### config.mk
export PLATFORM = sky130hd
export DESIGN_NAME = edc_post
export DESIGN_NICKNAME = d
export VERILOG_FILES = /design/src/hdl/edc_pkg.sv /design/src/hdl/edc_post.sv
export SDC_FILE = /design/constraint.sdc
export NUM_CORES = 1
export LEC_CHECK = 0
export BUFFER_PORTS_ARGS = -buffer_cell sky130_fd_sc_hd__buf_4
export CAP_MARGIN = 40
export CORE_UTILIZATION = 52
export CTS_CLUSTER_DIAMETER = 30
export DETAILED_ROUTE_END_ITERATION = 16
export PLACE_DENSITY = 0.78
export SLEW_MARGIN = 20
export SYNTH_ARGS = -nofsm -noshare
export SYNTH_HDL_FRONTEND = slang
export SYNTH_SLANG_ARGS = --single-unit
### constraint.sdc
create_clock -name clk -period 6.2 [get_ports clk]
set_input_delay 1.24 -clock clk [delete_from_list [all_inputs] [get_ports clk]]
set_output_delay 1.24 -clock clk [all_outputs]
set_load 0.03 [all_outputs]
### src/hdl/edc_pkg.sv
package edc_pkg;

	localparam int unsigned DIA_RESET = 32'd655360;
	localparam int unsigned NUM_W = 114;
	localparam int unsigned DEN_W = 81;
	localparam int unsigned Q_W = 41;
	localparam int unsigned FRONT_STAGES = 8;
	localparam int unsigned DIV_LAT = Q_W + 1;
	localparam int unsigned POST_STAGES = 2;
	localparam int unsigned LATENCY = FRONT_STAGES + DIV_LAT + POST_STAGES;
	localparam int unsigned LANES = 4;

	localparam logic [Q_W-1:0] Q_CLAMP = {1'b1, {(Q_W-1){1'b0}}};

	typedef logic [NUM_W-1:0] num_t;
	typedef logic [DEN_W-1:0] den_t;
	typedef logic [Q_W-1:0] quot_t;

	typedef struct packed {
		logic signed [31:0] v1x;
		logic signed [31:0] v1y;
		logic signed [31:0] v2x;
		logic signed [31:0] v2y;
	} vel_t;

	typedef struct packed {
		vel_t vel;
		logic neg_x;
		logic neg_y;
		logic collided;
		logic coincident;
	} side_t;

endpackage

### src/hdl/edc_post.sv
module edc_post (
	input  logic                clk,
	input  logic                arst_n,
	input  logic                in_valid,
	input  edc_pkg::side_t      side,
	input  edc_pkg::quot_t      quot [edc_pkg::LANES],
	input  logic                ovf [edc_pkg::LANES],
	output logic                done,
	output logic signed [31:0]  new_self_vx,
	output logic signed [31:0]  new_self_vy,
	output logic signed [31:0]  new_other_vx,
	output logic signed [31:0]  new_other_vy,
	output logic                collided,
	output logic                coincident,
	output logic                saturated
);
	import edc_pkg::*;

	logic  valid_s1, valid_s2;
	side_t side_s1;
	quot_t qe_s1 [LANES];

	logic signed [31:0] vout_s2 [LANES];
	logic               coll_s2, coin_s2, sat_s2;

	logic signed [31:0] vin [LANES];
	logic               sub [LANES];
	logic signed [Q_W+1:0] sum [LANES];
	logic signed [31:0] vsat [LANES];
	logic               lsat [LANES];

	always_comb begin
		vin[0] = side_s1.vel.v1x;
		vin[1] = side_s1.vel.v1y;
		vin[2] = side_s1.vel.v2x;
		vin[3] = side_s1.vel.v2y;
		sub[0] = !side_s1.neg_x;
		sub[1] = !side_s1.neg_y;
		sub[2] = side_s1.neg_x;
		sub[3] = side_s1.neg_y;
		for (int l = 0; l < LANES; l++) begin
			sum[l] = sub[l] ? (($bits(sum[l]))'(vin[l]) - $signed({2'b00, qe_s1[l]}))
			                : (($bits(sum[l]))'(vin[l]) + $signed({2'b00, qe_s1[l]}));
			lsat[l] = 1'b0;
			vsat[l] = sum[l][31:0];
			if (sum[l] > $signed(($bits(sum[l]))'(32'sh7fffffff))) begin
				lsat[l] = 1'b1;
				vsat[l] = 32'sh7fffffff;
			end else if (sum[l] < -$signed(($bits(sum[l]))'(33'sh080000000))) begin
				lsat[l] = 1'b1;
				vsat[l] = 32'sh80000000;
			end
		end
	end

	always_ff @(posedge clk or negedge arst_n) begin
		if (!arst_n) begin
			valid_s1 <= 1'b0;
			valid_s2 <= 1'b0;
		end else begin
			valid_s1 <= in_valid;
			valid_s2 <= valid_s1;
		end
	end

	always_ff @(posedge clk) begin
		side_s1 <= side;
		for (int l = 0; l < LANES; l++) begin
			qe_s1[l] <= (ovf[l] || quot[l] > Q_CLAMP) ? Q_CLAMP : quot[l];
		end

		coll_s2 <= side_s1.collided;
		coin_s2 <= side_s1.coincident;
		if (side_s1.collided) begin
			for (int l = 0; l < LANES; l++) vout_s2[l] <= vsat[l];
			sat_s2 <= lsat[0] | lsat[1] | lsat[2] | lsat[3];
		end else begin
			for (int l = 0; l < LANES; l++) vout_s2[l] <= vin[l];
			sat_s2 <= 1'b0;
		end
	end

	assign done = valid_s2;
	assign new_self_vx = vout_s2[0];
	assign new_self_vy = vout_s2[1];
	assign new_other_vx = vout_s2[2];
	assign new_other_vy = vout_s2[3];
	assign collided = coll_s2;
	assign coincident = coin_s2;
	assign saturated = sat_s2;

endmodule

==> flow_summary.yaml <==
status:
  status: "finished, final reports clean"
power_and_ir_drop:
  combPwrFrac_pct: 30.3
  swShare_pct: 34.9
  power.share.clock_pct: 41.5
  peakVddDrop_uv: 257
  p_leak_nw: 14.4
  power_frac_seq_pct: 28.1
  switching_power_mw: 3.94
  p_int_mw: 7.34
  power_density_nw_per_um2: 343
worst_setup_path:
  critPathKind: "reg -> reg"
  cp_num_buf_inv: 3
  crit_family: "simple AND/OR/NAND/NOR gates"
  worstSetupEndpointType: "register"
  rr_worst_depth: 26
  crit_path_max_fanout: 7
  r2r_slack_ps: 230
  crit_path_start_kind: "register"
  slowest_delay_ps: 570
  timing.critical_path.required_ps: 6710
  slowest_stage: "or4_4"
  reg2reg_from: "qe_s1[3][2]"
  cp.arrival_ps: 6480
  rr_endpoint: "vout_s2[0][103]"
floorplan:
  num_rows: 81
  die_area_um2: 50600
  die_h_um: 225
  die_w_um: 225
  io_pins: 435
  start_util_pct: 52.7
  core_um2: 49100
place:
  place_hpwl_um: 57800
  io_buffers: 434
  pre_cts_ws_ps: 229
  place_congestion: 0.964
  dp.cells: 4143
clock_network:
  cts_num_sinks: 429
  root_buffer: "clkbuf_16"
  htreeDepth: 3
  clock_latency_ps: 620
  cts_tree: "built"
  path_clk_slew_ps: 50
  clockBufferDepth: 3
  cts_made_buffers: 87
logic_synthesis:
  ys_ff_latch: 429
  synth_area_um2: 25900
  yosysTopAreaCell: "dfxtp_1"
  synth-edff-count: 0
  ys.flop_type: "dfxtp_1"
  netlist-cell-type-count: 100
  synth_nets: 3628
  avgSynthCellArea_um2: 8.26
  yosysSeqAreaShare_pct: 33.2
  synthTopCellsByCount: "a21oi_1, dfxtp_1, nor2_1"
  yosysWarningCount: 0
  syn_inst: 3131
  synth_top_cell_area_share_pct: 33.0
  synth.area.top_cells: "dfxtp_1, ha_1, a21oi_1, xnor2_1, nor2_1"
  synthArstFlopShare_pct: 0.466
  synth_most_common_cell: "a21oi_1"
flow_run:
  max_cap_violations: 0
finish:
  diodes: 0
  nNetsFinal: 4069
  final_util_pct: 67.0
  final_cells: 4308
  final_layout_size_suffix_gt1_share_pct: 19.8
  syn2layout_area_growth_pct: 27.1
routing:
  ant_nets: 0
  wirelength_um: 77400
  wl_per_cell_um: 18.0
  viasPerCell: 5.70
  drc: 0
  drtIter0Drc: 2065
  firstDrtPassIters: 6
  via_count: 24500
sta:
  setup-violations-final: 0
  holdWs_ps: 331
  slew_violations: 0
  worst_slew_pin_slew_ps: 784
  fmax_ghz: 0.167
  setup_tns_ps: 0
  relSlewSlack_pct: 47.1
  skew_ps: 17.7
  layout_min_cycle_time_ps: 5970
  period_share_pct: 96.4
  finalHoldViolCount: 0
  setup_ws_ps: 226
grt:
  grt_max_degree: 61
  gr-total-overflow: 0
  grt_util_all_layers_pct: 29.2
  grt_pass1_vias: 23300
  grt_pass1_wl_um: 119000
  antenna_found_initial: 2
min_path:
  worstHoldEndpoint: "coincident"
  hold_path_class: "reg -> reg"
  holdPathStages: 0
  hp-start: "side_s1[0]"
[per-stage QoR]
stage	total power, mW	area, um2
finish	11.3	32900
global route	11.8	32900
CTS	11.2	32700
detailed placement	6.53	29700
global placement	6.52	29700
floorplan	5.55	25900
[how the worst max path moves through the flow]
stage                           start         endpoint  slack, ps  cells past startpoint
after floorplan           qe_s1[3][2]  vout_s2[0][100]        280                     25
after global placement    qe_s1[3][2]  vout_s2[0][125]        300                     24
after detailed placement  qe_s1[3][2]  vout_s2[0][111]        230                     25
after CTS                 qe_s1[3][2]  vout_s2[0][114]        170                     25
after global routing      qe_s1[3][2]   vout_s2[0][98]        -40                     26
final                     qe_s1[3][2]  vout_s2[0][103]        230                     26
[worst register-to-register path: cells and delay by family (launching register included)]
| family | cells | cell delay, ps |
|---|---|---|
| flops | 1 | 340 |
| xor+xnor | 2 | 310 |
| fa+ha+maj | 1 | 290 |
| buf+inv | 3 | 490 |
| compound gates | 6 | 810 |
| simple gates | 14 | 3620 |
[state kept, by name, indices dropped and copies added (netlist names)]
signal,flops
qe_s1,164
side_s1,132
vout_s2,128
coincident,1
collided,1
done,1
saturated,1
valid_s1,1
[power by group through the flow]
stage          Clock [mW]  Combinational (mW)  Sequential, mW
2_1_floorplan           0                2.07            3.49
3_3_place_gp            0                3.29            3.22
3_5_place_dp            0                3.31            3.22
4_1_cts              4.74                3.34            3.17
5_1_grt              4.87                3.71            3.19
6_report             4.68                3.42            3.17
[final cells by class]
cell class	count	area (um2)
multi-input cells	2499	16500
fillers	3990	16200
flip-flops and latches	429	8600
repair buffers	475	3660
clock buffers	97	2270
well taps	664	831
clock inverters	64	724
inverters	80	300
[layout by cell type, fill, tap and decap left out, types with 49 or more instances in the layout]
cell type and count:
buf_4 467, a21oi_1 425, dfxtp_1 424, nor2_1 313
nand2_1 253, ha_1 189, xnor2_1 179, and2_1 178
xor2_1 127, o21ai_0 97, clkbuf_16 89, inv_1 79
nor3_1 69, a21o_1 68, nor4_1 64, nand4_1 49
[routing by layer]
layer | up-vias | wire (um) | GRT usage [%]
met5 | - | 29 | 0
met4 | 4 | 2340 | 9.35
met3 | 178 | 6560 | 6.81
met2 | 1066 | 34900 | 47.2
met1 | 11300 | 33600 | 38.2
li1 | 12000 | - | -
[cell families (layout without fill, tap and decap cells)]
group           Yosys count  count (layout)  share of synthesized area, %
compound gates          859             859                          21.0
xor+xnor                308             308                          10.5
fa+ha+maj               194             194                          9.50
simple gates           1123            1123                          21.8
mux                      15              15                         0.624
buf+inv                 203             716                          3.38
flops                   429             429                          33.2
[what timing repair did]
item | in CTS | in global routing
endpoints found under the setup margin | 0 | 82
hold buffers | 0 | 0
buffers inserted | 0 | 1
gates resized for setup | 0 | 12
Note: power is estimated with default switching activity, not from simulation.
